<file path="src/sv/irps_pkg.sv">
// irps_pkg: shared types, constants and codes of the IR proximity scan sequencer.
// No dependencies; used by the top level, irps_ctrl and irps_dp.
package irps_pkg;

  localparam int LEVELS       = 5;
  localparam int SLOTS        = 4;
  localparam int SAMPLE_WIDTH = 10;

  localparam int LVL_W   = 3;
  localparam int SLOT_W  = 2;
  localparam int BR_W    = 10;
  localparam int CH_W    = 4;
  localparam int MAP_W   = 16;
  localparam int CFG_IDX_W = 3;
  localparam int CFG_W   = 16;
  localparam int ST_DEPTH = LEVELS * SLOTS;
  localparam int ST_AW    = $clog2(ST_DEPTH);

  // brightness registers sit at indexes 0 .. NUM_BRIGHT-1, channel map follows
  localparam int NUM_BRIGHT = 5;
  localparam logic [CFG_IDX_W-1:0] REG_CHMAP = CFG_IDX_W'(NUM_BRIGHT);

  localparam logic [BR_W-1:0] BRIGHT_RST [NUM_BRIGHT] =
    '{10'd380, 10'd390, 10'd400, 10'd410, 10'd420};
  localparam logic [MAP_W-1:0] CHMAP_RST = 16'h8115;

  localparam logic CMD_START  = 1'b0;
  localparam logic CMD_SAMPLE = 1'b1;

  localparam logic KIND_REQ   = 1'b0;
  localparam logic KIND_FINAL = 1'b1;

  localparam logic [1:0] COL_BRIGHT = 2'd0;
  localparam logic [1:0] COL_LEFT   = 2'd1;
  localparam logic [1:0] COL_MID    = 2'd2;
  localparam logic [1:0] COL_RIGHT  = 2'd3;

  typedef struct packed {
    logic                    cmd;
    logic [SAMPLE_WIDTH-1:0] adc_sample;
  } irps_in_t;

  typedef struct packed {
    logic              kind;
    logic [BR_W-1:0]   brightness;
    logic              led_right;
    logic [CH_W-1:0]   adc_channel;
    logic [LVL_W-1:0]  level_index;
    logic [1:0]        value_index;
    logic [SAMPLE_WIDTH-1:0] value;
    logic              last;
  } irps_out_t;

  // controller -> datapath
  typedef struct packed {
    logic              accept;
    logic              ld_req;
    logic              ld_fin;
    logic [1:0]        col;
    logic [SLOT_W-1:0] rd_slot;
    logic              cap_acc;
    logic              rl_clr;
    logic              rl_inc;
  } irps_cmd_t;

  // datapath -> controller
  typedef struct packed {
    logic scan_end;
    logic out_free;
    logic rl_last;
  } irps_stat_t;

endpackage

</file>
<file path="src/sv/ir_proximity_scan_sequencer.sv">
// IR proximity scan sequencer, top level: irps_ctrl plus irps_dp.
// Conversion request: once an input request is taken, S_REQ loads it into the output register when that is free.
// End of scan: 20 final values, read level by level in states S_BR to S_C3 (one store read port).
// Throughput: one input request at a time; the input stalls until its results are loaded.
// Reset (rst_n, sync): counters cleared, registers to defaults, store left unwritten.
module ir_proximity_scan_sequencer (
  input  logic                           clk,
  input  logic                           rst_n,
  input  logic                           in_valid,
  output logic                           in_stall,
  input  irps_pkg::irps_in_t             in_data,
  output logic                           out_valid,
  input  logic                           out_stall,
  output irps_pkg::irps_out_t            out_data,
  input  logic                           cfg_we,
  input  logic [irps_pkg::CFG_IDX_W-1:0] cfg_index,
  input  logic [irps_pkg::CFG_W-1:0]     cfg_data
);
  import irps_pkg::*;

  irps_cmd_t  cmd;
  irps_stat_t stat;

  irps_ctrl u_ctrl (
    .clk      (clk),
    .rst_n    (rst_n),
    .in_valid (in_valid),
    .in_stall (in_stall),
    .stat     (stat),
    .cmd      (cmd)
  );

  irps_dp u_dp (
    .clk       (clk),
    .rst_n     (rst_n),
    .in_data   (in_data),
    .out_valid (out_valid),
    .out_stall (out_stall),
    .out_data  (out_data),
    .cfg_we    (cfg_we),
    .cfg_index (cfg_index),
    .cfg_data  (cfg_data),
    .cmd       (cmd),
    .stat      (stat)
  );

  // a taken request always blocks the next one
  a_stall_after_accept: assert property (@(posedge clk) disable iff (!rst_n)
    (in_valid && !in_stall) |=> in_stall)
    else $error("input taken twice in a row");

  a_req_is_last: assert property (@(posedge clk) disable iff (!rst_n)
    (out_valid && out_data.kind == KIND_REQ) |-> out_data.last)
    else $error("conversion request without last");

  a_fin_row_range: assert property (@(posedge clk) disable iff (!rst_n)
    (out_valid && out_data.kind == KIND_FINAL) |-> (out_data.level_index < LVL_W'(LEVELS)))
    else $error("final value row out of range");

  // results are only loaded while no input is being taken
  a_no_load_on_accept: assert property (@(posedge clk) disable iff (!rst_n)
    cmd.accept |-> !(cmd.ld_req || cmd.ld_fin))
    else $error("result load overlaps input accept");

endmodule

</file>
<file path="src/sv/irps_ram.sv">
// irps_ram: generic single-write, single-read RAM with registered read data.
// No dependencies.
module irps_ram #(
  parameter int WIDTH = 8,
  parameter int DEPTH = 16
) (
  input  logic                     clk,
  input  logic                     we,
  input  logic [$clog2(DEPTH)-1:0] waddr,
  input  logic [WIDTH-1:0]         wdata,
  input  logic [$clog2(DEPTH)-1:0] raddr,
  output logic [WIDTH-1:0]         rdata
);

  logic [WIDTH-1:0] mem [DEPTH];

  always_ff @(posedge clk) begin
    if (we) begin
      mem[waddr] <= wdata;
    end
    rdata <= mem[raddr];
  end

endmodule

</file>
<file path="src/sv/irps_ctrl.sv">
// irps_ctrl: sequencing state machine (request accept, request issue, readout).
// Depends on irps_pkg; drives the datapath through irps_cmd_t.
module irps_ctrl (
  input  logic                clk,
  input  logic                rst_n,
  input  logic                in_valid,
  output logic                in_stall,
  input  irps_pkg::irps_stat_t stat,
  output irps_pkg::irps_cmd_t  cmd
);
  import irps_pkg::*;

  localparam logic [3:0] S_IDLE = 4'd0;
  localparam logic [3:0] S_REQ  = 4'd1;
  localparam logic [3:0] S_BR   = 4'd2;
  localparam logic [3:0] S_C1   = 4'd3;
  localparam logic [3:0] S_R1   = 4'd4;
  localparam logic [3:0] S_R2   = 4'd5;
  localparam logic [3:0] S_C2   = 4'd6;
  localparam logic [3:0] S_R3   = 4'd7;
  localparam logic [3:0] S_C3   = 4'd8;

  logic [3:0] state_r, state_nxt;

  assign in_stall = (state_r != S_IDLE);

  always_comb begin
    state_nxt = state_r;
    cmd       = '0;
    case (state_r)
      S_IDLE: begin
        if (in_valid) begin
          cmd.accept = 1'b1;
          if (stat.scan_end) begin
            cmd.rl_clr = 1'b1;
            state_nxt  = S_BR;
          end else begin
            state_nxt  = S_REQ;
          end
        end
      end
      S_REQ: begin
        if (stat.out_free) begin
          cmd.ld_req = 1'b1;
          state_nxt  = S_IDLE;
        end
      end
      S_BR: begin
        cmd.rd_slot = SLOT_W'(0);
        cmd.col     = COL_BRIGHT;
        if (stat.out_free) begin
          cmd.ld_fin = 1'b1;
          state_nxt  = S_C1;
        end
      end
      S_C1: begin
        cmd.rd_slot = SLOT_W'(0);
        cmd.col     = COL_LEFT;
        if (stat.out_free) begin
          cmd.ld_fin = 1'b1;
          state_nxt  = S_R1;
        end
      end
      S_R1: begin
        cmd.rd_slot = SLOT_W'(1);
        state_nxt   = S_R2;
      end
      S_R2: begin
        // read data now holds slot 1
        cmd.rd_slot = SLOT_W'(2);
        cmd.cap_acc = 1'b1;
        state_nxt   = S_C2;
      end
      S_C2: begin
        cmd.rd_slot = SLOT_W'(2);
        cmd.col     = COL_MID;
        if (stat.out_free) begin
          cmd.ld_fin = 1'b1;
          state_nxt  = S_R3;
        end
      end
      S_R3: begin
        cmd.rd_slot = SLOT_W'(3);
        state_nxt   = S_C3;
      end
      S_C3: begin
        cmd.rd_slot = SLOT_W'(3);
        cmd.col     = COL_RIGHT;
        if (stat.out_free) begin
          cmd.ld_fin = 1'b1;
          if (stat.rl_last) begin
            state_nxt = S_IDLE;
          end else begin
            cmd.rl_inc = 1'b1;
            state_nxt  = S_BR;
          end
        end
      end
      default: begin
        state_nxt = S_IDLE;
      end
    endcase
  end

  always_ff @(posedge clk) begin
    if (!rst_n) begin
      state_r <= S_IDLE;
    end else begin
      state_r <= state_nxt;
    end
  end

endmodule

</file>
<file path="src/sv/irps_dp.sv">
// irps_dp: counters, configuration registers, sample store and result register.
// Depends on irps_pkg and irps_ram; steered by irps_ctrl.
module irps_dp (
  input  logic                                clk,
  input  logic                                rst_n,
  input  irps_pkg::irps_in_t                  in_data,
  output logic                                out_valid,
  input  logic                                out_stall,
  output irps_pkg::irps_out_t                 out_data,
  input  logic                                cfg_we,
  input  logic [irps_pkg::CFG_IDX_W-1:0]      cfg_index,
  input  logic [irps_pkg::CFG_W-1:0]          cfg_data,
  input  irps_pkg::irps_cmd_t                 cmd,
  output irps_pkg::irps_stat_t                stat
);
  import irps_pkg::*;

  logic [BR_W-1:0]   bright_r [NUM_BRIGHT];
  logic [MAP_W-1:0]  chmap_r;
  logic [SLOT_W-1:0] slot_r, slot_nxt;
  logic [LVL_W-1:0]  lvl_r, lvl_nxt;
  logic [LVL_W-1:0]  rl_r, rl_nxt;
  logic [SAMPLE_WIDTH-1:0] acc_r;
  logic              out_valid_r, out_valid_nxt;
  irps_out_t         out_r, out_nxt;

  logic [SAMPLE_WIDTH-1:0] rdata;
  logic [SAMPLE_WIDTH:0]   mid_sum;
  logic [LVL_W-1:0]  br_lvl;
  logic [BR_W-1:0]   br_val;
  logic              st_we;
  logic              scan_end;

  assign st_we = cmd.accept && (in_data.cmd == CMD_SAMPLE);

  irps_ram #(
    .WIDTH (SAMPLE_WIDTH),
    .DEPTH (ST_DEPTH)
  ) u_store (
    .clk   (clk),
    .we    (st_we),
    .waddr (ST_AW'({lvl_r, slot_r})),
    .wdata (in_data.adc_sample),
    .raddr (ST_AW'({rl_r, cmd.rd_slot})),
    .rdata (rdata)
  );

  assign scan_end = (in_data.cmd == CMD_SAMPLE) && (slot_r == SLOT_W'(SLOTS - 1))
                    && (lvl_r == LVL_W'(LEVELS - 1));

  assign stat.scan_end = scan_end;
  assign stat.out_free = !out_valid_r || !out_stall;
  assign stat.rl_last  = (rl_r == LVL_W'(LEVELS - 1));

  // levels without a brightness register read as zero
  assign br_lvl = cmd.ld_fin ? rl_r : lvl_r;
  always_comb begin
    br_val = '0;
    if (br_lvl < LVL_W'(NUM_BRIGHT)) begin
      br_val = bright_r[br_lvl];
    end
  end

  assign mid_sum = {1'b0, acc_r} + {1'b0, rdata};

  always_comb begin
    slot_nxt = slot_r;
    lvl_nxt  = lvl_r;
    if (cmd.accept) begin
      if (in_data.cmd == CMD_START || scan_end) begin
        slot_nxt = '0;
        lvl_nxt  = '0;
      end else begin
        slot_nxt = slot_r + SLOT_W'(1);
        if (slot_r == SLOT_W'(SLOTS - 1)) begin
          lvl_nxt = lvl_r + LVL_W'(1);
        end
      end
    end
  end

  always_comb begin
    rl_nxt = rl_r;
    if (cmd.rl_clr) begin
      rl_nxt = '0;
    end else if (cmd.rl_inc) begin
      rl_nxt = rl_r + LVL_W'(1);
    end
  end

  always_comb begin
    out_nxt       = out_r;
    out_valid_nxt = out_valid_r && out_stall;
    if (cmd.ld_req) begin
      out_nxt             = '0;
      out_nxt.kind        = KIND_REQ;
      out_nxt.brightness  = br_val;
      out_nxt.led_right   = slot_r[SLOT_W-1];
      out_nxt.adc_channel = chmap_r[slot_r*CH_W +: CH_W];
      out_nxt.last        = 1'b1;
      out_valid_nxt       = 1'b1;
    end else if (cmd.ld_fin) begin
      out_nxt             = '0;
      out_nxt.kind        = KIND_FINAL;
      out_nxt.level_index = rl_r;
      out_nxt.value_index = cmd.col;
      out_nxt.last        = (cmd.col == COL_RIGHT) && stat.rl_last;
      case (cmd.col)
        COL_BRIGHT: out_nxt.value = br_val;
        COL_MID:    out_nxt.value = mid_sum[SAMPLE_WIDTH:1];
        default:    out_nxt.value = rdata;
      endcase
      out_valid_nxt       = 1'b1;
    end
  end

  always_ff @(posedge clk) begin
    if (!rst_n) begin
      slot_r      <= '0;
      lvl_r       <= '0;
      rl_r        <= '0;
      out_valid_r <= 1'b0;
      chmap_r     <= CHMAP_RST;
      for (int i = 0; i < NUM_BRIGHT; i++) begin
        bright_r[i] <= BRIGHT_RST[i];
      end
    end else begin
      slot_r      <= slot_nxt;
      lvl_r       <= lvl_nxt;
      rl_r        <= rl_nxt;
      out_valid_r <= out_valid_nxt;
      if (cfg_we) begin
        if (cfg_index < CFG_IDX_W'(NUM_BRIGHT)) begin
          bright_r[cfg_index] <= cfg_data[BR_W-1:0];
        end else if (cfg_index == REG_CHMAP) begin
          chmap_r <= cfg_data[MAP_W-1:0];
        end
      end
    end
  end

  always_ff @(posedge clk) begin
    out_r <= out_nxt;
    if (cmd.cap_acc) begin
      acc_r <= rdata;
    end
  end

  assign out_valid = out_valid_r;
  assign out_data  = out_r;

endmodule
</file>
<file path="config.mk">
export PLATFORM = sky130hd
export DESIGN_NAME = ir_proximity_scan_sequencer
export DESIGN_NICKNAME = d
export VERILOG_FILES = /design/src/sv/irps_pkg.sv /design/src/sv/ir_proximity_scan_sequencer.sv /design/src/sv/irps_ram.sv /design/src/sv/irps_ctrl.sv /design/src/sv/irps_dp.sv
export SDC_FILE = /design/constraint.sdc
export NUM_CORES = 1
export LEC_CHECK = 0
export BUFFER_PORTS_ARGS = -buffer_cell sky130_fd_sc_hd__buf_2
export CORE_MARGIN = 8
export CORE_UTILIZATION = 25
export DETAILED_ROUTE_END_ITERATION = 8
export GPL_ROUTABILITY_DRIVEN = 1
export SLEW_MARGIN = 20
export SYNTH_ARGS = -nofsm -noshare
export SYNTH_HDL_FRONTEND = slang
export SYNTH_SLANG_ARGS = --single-unit
</file>
<file path="constraint.sdc">
create_clock -name clk -period 2.5 [get_ports clk]
set_input_delay 0.75 -clock clk [delete_from_list [all_inputs] [get_ports clk]]
set_output_delay 0.75 -clock clk [all_outputs]
set_load 0.03 [all_outputs]
</file>
======== Word level (Yosys, flattened, before mapping) ========
Memory sizes are Yosys's and may differ from the RTL's. A register that Yosys moved wholly into a read port is not among the register bits.
Index checks and enable logic that the tools add are counted.
operators by class
  add/subtract/negate cells ............... 4
  magnitude comparators ................... 2
  eq/ne operators ......................... 20
  shifts and indexed selects .............. 1
  multiplexer cells ....................... 42
  bitwise logic cells ..................... 3
  reduce and logical (&&, ||, !) cells .... 21
operators with widths
  cell                                                  count
  2-to-1 mux 31 bit                                     2
  case mux 4 bit (9 select lines)                       1
  2-to-1 mux 4 bit                                      6
  2-to-1 mux 1 bit                                      21
  2-to-1 mux 10 bit                                     2
  case mux 10 bit (2 select lines)                      1
  equality test 4 x 3 -> 1 bit (second input constant)  4
  variable part select 16 x 5 -> 4 bit                  1
  2-to-1 mux 3 bit                                      4
  != test 2 bit (second input constant)                 6
  case mux 3 bit (4 select lines)                       1
  adder 10 x 10 -> 11 bit                               1
  OR reduction 10 bit                                   1
  equality test 3 bit (second input constant)           3
  equality test 4 x 2 -> 1 bit (second input constant)  2
  adder 3 x 1 -> 3 bit (second input constant)          2
  equality test 2 bit (second input constant)           3
  less-than comparator 3 bit (second input constant)    2
  2-to-1 mux 2 bit                                      3
  case mux 2 bit (3 select lines)                       1
  AND reduction 6 bit                                   1
  OR reduction 2 bit                                    3
  logical AND 1 bit                                     5
  equality test 4 x 1 -> 1 bit (second input constant)  1
  11 further kinds                                      16
storage, ports and cells
  bits in registers ....................... 71
  RAM bits ................................ 250
  input port bits ......................... 35
  output and inout bits ................... 34
  word-level logic and storage cells ...... 110
  memories ................................ 2
memory list
  memory            depth  bits a word  read ports  clocked after memory_dff  wr ports  line            source
  u_dp.u_store.mem  20     10           1           1                         1         irps_ram.sv:15  logic [WIDTH-1:0] mem [DEPTH];
  u_dp.bright_r     5      10           1           0                         5         irps_dp.sv:18   logic [BR_W-1:0] bright_r [NUM_BRIGHT];

======== Logic depth before layout (Yosys ltp) ========
Gate-level depths: netlist (run 1).
  word-level depth ........................ 10
  gate-level depth with buffers ........... 11
  depth with buffers taken out ............ 10

======== Modules after synthesis ========
From an unflattened synthesis (run 1), not the netlist that was laid out.
second synthesis, totals
  cells, all modules ...................... 966
  area, all modules ....................... 14159.8 um^2
modules (own cells, without submodules)
  module     instances  cells an instance  area an instance (um^2)  seq. area each (um^2)
  irps_ram   1          396                8095.3                   6206.0
  irps_dp    1          508                5609.1                   3093.0
  irps_ctrl  1          62                 455.4                    80.1

======== Worst setup path before layout (run 1) ========
No wires, ideal clock.
  path kind ............................... input to register
  from .................................... input port out_stall
  to ...................................... register u_dp.out_r, in the netlist u_dp.out_data[16], enable pin
  setup time .............................. 0.359 ns
  data arrival time ....................... 2.349 ns
  required time ........................... 2.141 ns
  setup slack ............................. -0.208 ns
  cell stages on the path ................. 5
  buffers on the path ..................... 1
  path through ............................ and2_1 > clkbuf_1 > nor4_1 > nor2_1 > inv_1
on the way
  word-level cells in the longest chain between the ends .. 5
  elaborated cells on any way between the ends .. 6
  classes of those cells .................. mux: 3; reduce/logical: 3
ends and longest elaborated chain
  element                                                              line                               source
  start: declaration                                                   ir_proximity_scan_sequencer.sv:13  input logic out_stall,
  logical NOT 1 bit (*)                                                irps_dp.sv:52                      assign stat.out_free = !out_valid_r || !out_stall;
  logical OR 1 bit (*)                                                 irps_dp.sv:52
  2-to-1 mux 1 bit (*)                                                 n/a
  case mux 3 bit (4 select lines) or 2-to-1 mux 1 bit (tied branches)  irps_ctrl.sv:30                    case (state_r)
  nonzero test 2 bit (no line) (*)                                     n/a
  end signal: assignment                                               irps_dp.sv:143                     out_r <= out_nxt;
  end: declaration                                                     irps_dp.sv:25                      irps_out_t out_r, out_nxt;
Every way passes the cells marked *; elsewhere a longest branch is shown, timed or not.
A chain may end at the register's enable or synchronous reset.

======== Worst setup path in the final report (run 1) ========
  from .................................... register u_ctrl.state_r[0]
  to ...................................... register u_dp.u_store.rdata[0], read port of u_dp.u_store.mem
on the way
  word-level cells in the longest chain between the ends .. 3
  elaborated cells on any way between the ends .. 8
  classes of those cells .................. eq/ne: 5; mux: 1; reduce/logical: 2
ends and longest elaborated chain
  element                                                              line              source
  start: declaration                                                   irps_ctrl.sv:23   logic [3:0] state_r, state_nxt;
  start signal: assignment                                             irps_ctrl.sv:109  state_r <= state_nxt;
  equality test 4 x 3 -> 1 bit or equality test 4 bit (tied branches)  irps_ctrl.sv:30
  OR reduction 2 bit (no line)                                         n/a
  case mux 2 bit (3 select lines) (*)                                  irps_ctrl.sv:30
  end: declaration                                                     irps_ram.sv:12    output logic [WIDTH-1:0] rdata
Marked as above.

==> results by group, run 1 <==
Worst setup path
  • Top Family by Delay on Critical Path: simple AND/OR/NAND/NOR gates
  • Critical path type: reg2reg
  • Data arrival, critical path: 2.92 ns
  • CP peak stage delay: 0.52 ns
  • Worst path most repeated cell: buf_4
  • CP bufs+invs: 3
  • Crit end category: register
  • Startpoint types: register
  • Worst-path maximum fanout: 6
  • Worst path cell trace: buf_4, nand2_1, nand2b_1, a21oi_4, buf_4, clkbuf_16, mux4_2, nor2_1, a311oi_1, or3_1
  • WP data required: 2.96 ns
  • CP max stage cell: mux4_2

Place
  • DP Cell Count: 1,883
  • Gpl congestion: 0.826
  • I/O Buffers: 68
  • Detail Placement HPWL: 25,500 um

Route
  • Final ANT Viol Nets: 0
  • Post-route DRC: 0
  • Initial DRC count: 855
  • Vias: 9,092
  • First-pass DRT Iterations: 5
  • Post-DR wirelength/cell: 18.9 um
  • Detailed-route vias per instance: 4.66
  • Post-Route WL: 36,800 um

Min path
  • Tightest Hold Check Type: in2reg

Timing
  • Endpoints failing hold: 0
  • Final setup viols: 0
  • Slew Viols, Final: 0
  • Setup TNS: 0 ns
  • Fmax: 0.406 GHz
  • Unrepaired setup endpoints after global routing: true
  • Final Critical Period: 2.46 ns
  • Worst-Margin Slew: 0.704 ns
  • Slew HR: 0.529
  • Skew final: 0.0165 ns
  • Part of the cycle the worst path needs: 0.984

Layout
  • Post-Layout Cell Count: 1,951
  • Most frequent cells in the layout: 275 x edfxtp_1, 110 x buf_4, 82 x nand2_1, 73 x nor2_1, 67 x buf_2
  • Commonest non-fill, non-tap cell in the layout: edfxtp_1
  • Ratio of cells with drive above 1 in the final layout: 0.253
  • Area growth from synthesis to layout: 22.9%
  • # nets final: 1,233
  • N_diodes: 0

Floorplanning
  • # rows: 86
  • Initial Util: 0.253
  • Die width: 252 um
  • Core Area: 55,200 um2
  • Ports: 69
  • Die area: 63,700 um2
  • Height of the die: 252 um

Yosys
  • Most used DFF post-synth: edfxtp_1
  • Mean Syn Cell Area: 13.8 um2
  • Post-synth EDFFs: 275
  • Cells after synthesis: 1,012
  • Mux cell area share after synthesis: 0.0639
  • Fraction of registers with async set/reset: 0
  • Flops & latches, synth: 331
  • Net Count, Synth: 1,065
  • Register area share after synthesis: 0.672
  • Library cells used by synthesis: 68
  • Synth Area in XOR/XNOR: 0.00565
  • Netlist Area Pre-Place: 14,000 um2
  • Combinational family with the most area after synthesis: simple AND/OR/NAND/NOR gates
  • Yosys warnings: 0
  • Post-Synth Simple-Gate Area: 0.113
  • Adder-cell share of the synthesized area: 0.0167
  • Compound-Gate Fraction of Synth Area: 0.106

Run status
  • Status: finished clean

Clock network
  • Clock-pin slew on the worst setup and hold paths: 0.07 ns
  • CTS Hold Bufs: 0
  • TritonCTS Sinks: 331
  • Htree depth: 1
  • CTS Buf Count: 31
  • CTS tree: built
  • CTS root buf: clkbuf_16
  • Buffer depth of the longest clock path: 3
  • Worst-Skew Late Latency: 0.59 ns

Global routing
  • Grt total ovfl: 0
  • First-pass GRT wire length: 55,700 um
  • Gr usage total: 0.112
  • Initial antenna violation count: 1
  • Number of global-route vias before repair: 9,257
  • Largest net degree at the start of global routing: 41

Power and ir drop
  • Pwr dens: 738 nW/um2
  • Total power: 12.7 mW
  • LEAKAGE: 6.02 nW
  • Maximum vdd drop: 0.000496 V

Run
  • Max_cap viols: 0
==> layer usage <==
layer,track usage,wire length [um],up-vias
met4,0.0362,1020,2
met3,0.0148,1930,61
met2,0.190,18000,248
met5,0,13,-
met1,0.146,15900,4553
li1,-,-,4228
==> flip-flops by register name, summed over array words and instances (netlist names) <==
name,count
u_ctrl.state_r,4
u_dp.acc_r,10
u_dp.bright_r,50
u_dp.chmap_r,16
u_dp.lvl_r,3
u_dp.out_data,32
u_dp.out_valid,1
u_dp.rl_r,3
u_dp.slot_r,2
u_dp.u_store.mem,200
u_dp.u_store.rdata,10
==> report_power, final <==
part | switching (mW) | total (mW) | internal (mW)
sequential | 0.176 | 6.41 | 6.23
combinational | 0.993 | 1.55 | 0.557
clock | 2.05 | 4.71 | 2.66
total | 3.22 | 12.7 | 9.45
==> worst paths after layout <==
kind / cells past startpoint / to / start / slack (ns)
max: 10 / u_dp.u_store.rdata[0]$_DFF_P_ / u_ctrl.state_r[0]$_SDFFE_PN0P_ / 0.04
min: 3 / u_dp.chmap_r[15]$_SDFFE_PN1P_ / cfg_data[15] / 0.40
max reg2reg: 10 / u_dp.u_store.rdata[0]$_DFF_P_ / u_ctrl.state_r[0]$_SDFFE_PN0P_ / 0.04
min reg2reg: 2 / u_dp.out_data[13]$_SDFFE_PP0N_ / u_dp.out_data[13]$_SDFFE_PP0N_ / 0.46
==> synth_stat cells (8+ instances only) <==
library cell	n	area, um2
clkbuf_1	39	146
edfxtp_1	275	8260
o221ai_1	48	420
inv_1	17	63.8
nor2_1	85	319
nor2b_1	9	56.3
mux4_2	23	518
a21oi_1	39	195
a311oi_1	18	158
a21boi_0	14	105
o21ai_0	30	150
nor3_1	10	50.1
or3_1	20	125
nand4_1	8	50.1
ha_1	17	213
nand2b_1	29	181
nand3_1	19	95.1
buf_1	9	33.8
nand2_1	83	312
and2_1	38	238
dfxtp_1	56	1120
mux2i_1	28	280
==> tightest hold or removal path, stage by stage <==
cell and delay, ns:
buf_2 0.08, nand2_1 0.04, nand3_1 0.07
==> kinds of logic (layout without fill, tap and decap cells) <==
kind of cell	Yosys count	count (layout)
AOI/OAI and AO/OA	204	204
buffers and inverters	73	264
adders and majority gates	18	18
xor gates and xnor gates	9	9
and+or+nand+nor	319	319
DFF	331	331
muxes	58	58
==> stage by stage <==
step / hold WS [ns] / util / instance area, um2 / setup slack, ns
final: 0.398 / 0.311 / 17200 / 0.0394
after global routing: 0.399 / 0.311 / 17200 / -0.0421
after CTS: 0.379 / 0.308 / 17000 / 0.00778
after detailed placement: 0.448 / 0.289 / 15900 / -0.184
after global placement: 0.444 / 0.289 / 15900 / -0.174
after floorplan: 0.431 / - / 14000 / 0.0464
==> area by class of cell <==
class | count | area (um2)
sequential | 331 | 9380
timing repair buffer | 191 | 1420
fill | 5455 | 38000
inverter | 17 | 63.8
tap | 748 | 936
multi-input combinational | 608 | 4340
clock inverter | 12 | 136
clock buffer | 44 | 876
==> what timing repair did <==
| action | 4_1_cts | 5_1_grt |
|---|---|---|
| setup buffers | 6 | 4 |
| resized for setup | 9 | 20 |
| pin swaps | 2 | 8 |
| gates cloned | 0 | 2 |
| endpoints found under the hold margin | 0 | 0 |
| endpoints found under the setup margin | 17 | 19 |
No activity file was read; power rests on OpenSTA's default activity.
==> inputs of run 2 (changes only) <==
--- a/config.mk
+++ b/config.mk
@@ -10,6 +10,7 @@
 export CORE_UTILIZATION = 25
 export DETAILED_ROUTE_END_ITERATION = 8
 export GPL_ROUTABILITY_DRIVEN = 1
+export GPL_TIMING_DRIVEN = 0
 export SLEW_MARGIN = 20
 export SYNTH_ARGS = -nofsm -noshare
 export SYNTH_HDL_FRONTEND = slang
==> run 2 against run 1 <==
Effect of this change:
- total power fell by 0.29%
- register-to-register slack got worse by 0.03 ns
- count of clock-buffer cells in the layout fell by 3
- clock skew rose by 0.0073 ns
- critical path depth fell by 1
- worst hold slack improved by 0.056 ns
- global-route usage barely moved
- fmax fell by 1.3%
- cell area fell by 0.76%
- sequential power fell by 0.6%
- via count fell by 1.8%
- combinational power fell by 5%
- critical endpoint is now u_dp.out_data[10]$_SDFFE_PP0N_
- highest routed layer unchanged
==> results by group, run 2 (same netlist as run 1, synthesis figures left out) <==
Run status
  • Status: finished clean

Place
  • Detail Placement HPWL: 25,700 um (+1.0%)
  • Placed inst area: 15,300 um2 (-4.2%)
  • I/O Buffers: 68 (unchanged)
  • Gpl congestion: 0.846 (+2.4%)
  • DP Cell Count: 1,830 (-2.8%)

Worst setup path
  • Crit end category: register
  • Startpoint types: register
  • WP data required: 2.92 ns (-0.04 ns)
  • Worst-path maximum fanout: 9 (+3)
  • CP startpoint: u_ctrl.state_r[1]$_SDFFE_PN0P_
  • Worst flop-to-flop path endpoint: u_dp.out_data[10]$_SDFFE_PP0N_
  • Data arrival, critical path: 2.91 ns (about the same)
  • Worst Setup EP: u_dp.out_data[10]$_SDFFE_PP0N_
  • Reg-to-reg critical path startpoint: u_ctrl.state_r[1]$_SDFFE_PN0P_
  • R2R Setup Slk: 0.006 ns (-0.03 ns)
  • R2R cell count: 9 (-1)
  • Critical path type: reg2reg

Global routing
  • Initial antenna violation count: 3 (+2)
  • Number of global-route vias before repair: 8,826 (-4.7%)
  • Largest net degree at the start of global routing: 21 (-49%)
  • Gr usage total: 0.112 (+0.000168)
  • Grt total ovfl: 0 (unchanged)
  • First-pass GRT wire length: 55,000 um (-1.4%)

Power and ir drop
  • Total power: 12.6 mW (-0.29%)
  • LEAKAGE: 5.66 nW (-6.0%)
  • Pwr dens: 742 nW/um2 (+0.48%)
  • Maximum vdd drop: 0.000377 V (-24%)

Timing
  • Fmax: 0.401 GHz (-1.3%)
  • Worst-Margin Slew: 0.981 ns (+0.278 ns)
  • Slew HR: 0.341 (-0.188)
  • Part of the cycle the worst path needs: 0.998 (+0.0133)
  • Final setup viols: 0 (unchanged)
  • Setup TNS: 0 ns (unchanged)
  • Hold_ws: 0.455 ns (+0.0562 ns)
  • Final Critical Period: 2.49 ns (+0.0332 ns)
  • Unrepaired setup endpoints after global routing: true
  • Endpoints failing hold: 0 (unchanged)
  • Slew Viols, Final: 0 (unchanged)
  • Skew final: 0.0239 ns (+0.00733 ns)

Layout
  • Fillers: 5,441 (-0.26%)
  • Commonest non-fill, non-tap cell in the layout: edfxtp_1
  • Multi-input gate area: 4730 um2 (+8.9%)
  • Post-Layout Cell Count: 1,906 (-2.3%)
  • Most frequent cells in the layout: 275 x edfxtp_1, 76 x nand2_1, 72 x buf_2, 53 x dfxtp_1, 47 x o221ai_1
  • Area growth from synthesis to layout: 22.0%
  • Design Area, Final: 17,000 um2 (-0.76%)
  • Most flops, register: u_dp.u_store.mem
  • FF/Latch Area: 9380 um2 (about the same)
  • Max reg flops: 200 (unchanged)
  • Ratio of cells with drive above 1 in the final layout: 0.247 (-0.00551)
  • # nets final: 1,188 (-3.6%)

Min path
  • Tightest Hold Check Type: reg2reg

Route
  • Post-Route WL: 36,900 um (about the same)
  • Detailed-route vias per instance: 4.69 (+0.56%)
  • Post-DR wirelength/cell: 19.3 um (+2.4%)
  • Post-route DRC: 0 (unchanged)
  • Vias: 8,932 (-1.8%)
  • Final ANT Viol Nets: 0 (unchanged)
  • Initial DRC count: 649 (-24%)
  • First-pass DRT Iterations: 5 (unchanged)

Floorplanning
  • Initial Util: 0.253 (unchanged)
  • Die area: 63,700 um2 (unchanged)
  • Core Area: 55,200 um2 (unchanged)
  • Height of the die: 252 um (unchanged)
  • Ports: 69 (unchanged)
  • Die width: 252 um (unchanged)
  • # rows: 86 (unchanged)

Clock network
  • Clock-pin slew on the worst setup and hold paths: 0.06 ns (about the same)
  • Buffer depth of the longest clock path: 3 (unchanged)
  • CTS tree: built
  • Worst-Skew Late Latency: 0.53 ns (-0.06 ns)
  • CTS root buf: clkbuf_16
  • TritonCTS Sinks: 331 (unchanged)
  • CTS Buf Count: 34 (+9.7%)
  • Htree depth: 2 (+1)

Run
  • Max_cap viols: 0 (unchanged)
## run 2: cell types whose count changed in the layout (fill, tap and decap cells not counted), moves of 6 or more
| cell | change |
|---|---|
| nor2_1 | -27 |
| clkbuf_4 | +6 |
| nand2_2 | +6 |
| clkbuf_2 | +11 |
| a311oi_1 | -6 |
| buf_4 | -92 |
| clkbuf_1 | +19 |
| nand2_1 | -6 |
| nor2_4 | +25 |
## run 2: metrics by stage
| stage | utilization | setup slack, ns |
|---|---|---|
| 2_1_floorplan | - | 0.0464 |
| 3_3_place_gp | 0.276 | -1.21 |
| 3_5_place_dp | 0.277 | -0.823 |
| 4_1_cts | 0.302 | 0.0142 |
| 5_1_grt | 0.308 | -0.0763 |
| 6_report | 0.308 | 0.00622 |
## run 2: area by class of cell
type	count	share of cell area
multi-input combinational	608	0.278
timing repair buffer	92	0.0355
sequential	331	0.551
inverter	17	0.00397
antenna	1	0.000147
clock inverter	17	0.00830
clock buffer	41	0.0521
tap	748	0.0550
buffer	51	0.0162
## run 2: critical path, stage by stage, from the launching register on
cell and delay [ns]:
dfxtp_2 0.31, buf_6 0.13, nor4b_4 0.31, buf_4 0.20, a21o_4 0.13, nand2_4 0.12
a21oi_2 0.33, nor2_1 0.17, a221o_1 0.37, a221o_1 0.32
## run 2: power by group
part	switching (mW)	internal, mW
clock	2.11	2.66
sequential	0.138	6.23
combinational	1.01	0.473
## run 2: worst min path at each step
stage                                         startpoint                             end  slack [ns]  cells past startpoint
after global placement      u_dp.chmap_r[8]$_SDFFE_PN1P_    u_dp.chmap_r[8]$_SDFFE_PN1P_        0.45                      2
after CTS                                   cfg_data[15]   u_dp.chmap_r[15]$_SDFFE_PN1P_        0.44                      3
after global routing                        cfg_data[15]   u_dp.chmap_r[15]$_SDFFE_PN1P_        0.47                      3
after detailed placement  u_dp.out_data[13]$_SDFFE_PP0N_  u_dp.out_data[13]$_SDFFE_PP0N_        0.45                      2
after floorplan            u_dp.u_store.rdata[0]$_DFF_P_         u_dp.acc_r[0]$_DFFE_PP_        0.43                      0
final                     u_dp.out_data[13]$_SDFFE_PP0N_  u_dp.out_data[13]$_SDFFE_PP0N_        0.45                      2
## run 2: repair_timing
item	4_1_cts	5_1_grt
setup buffers	11	10
setup endpoints to repair	247	248
hold endpoints to repair	0	0
hold buffers	0	0
gates resized for setup	82	67
gates cloned	0	1
pin swaps	6	26
## run 2: routing by layer
layer,track usage,vias up,wire (um)
li1,-,4148,-
met1,0.146,4460,16200
met2,0.185,269,17600
met3,0.0215,53,2080
met4,0.0359,2,925
met5,0,-,13
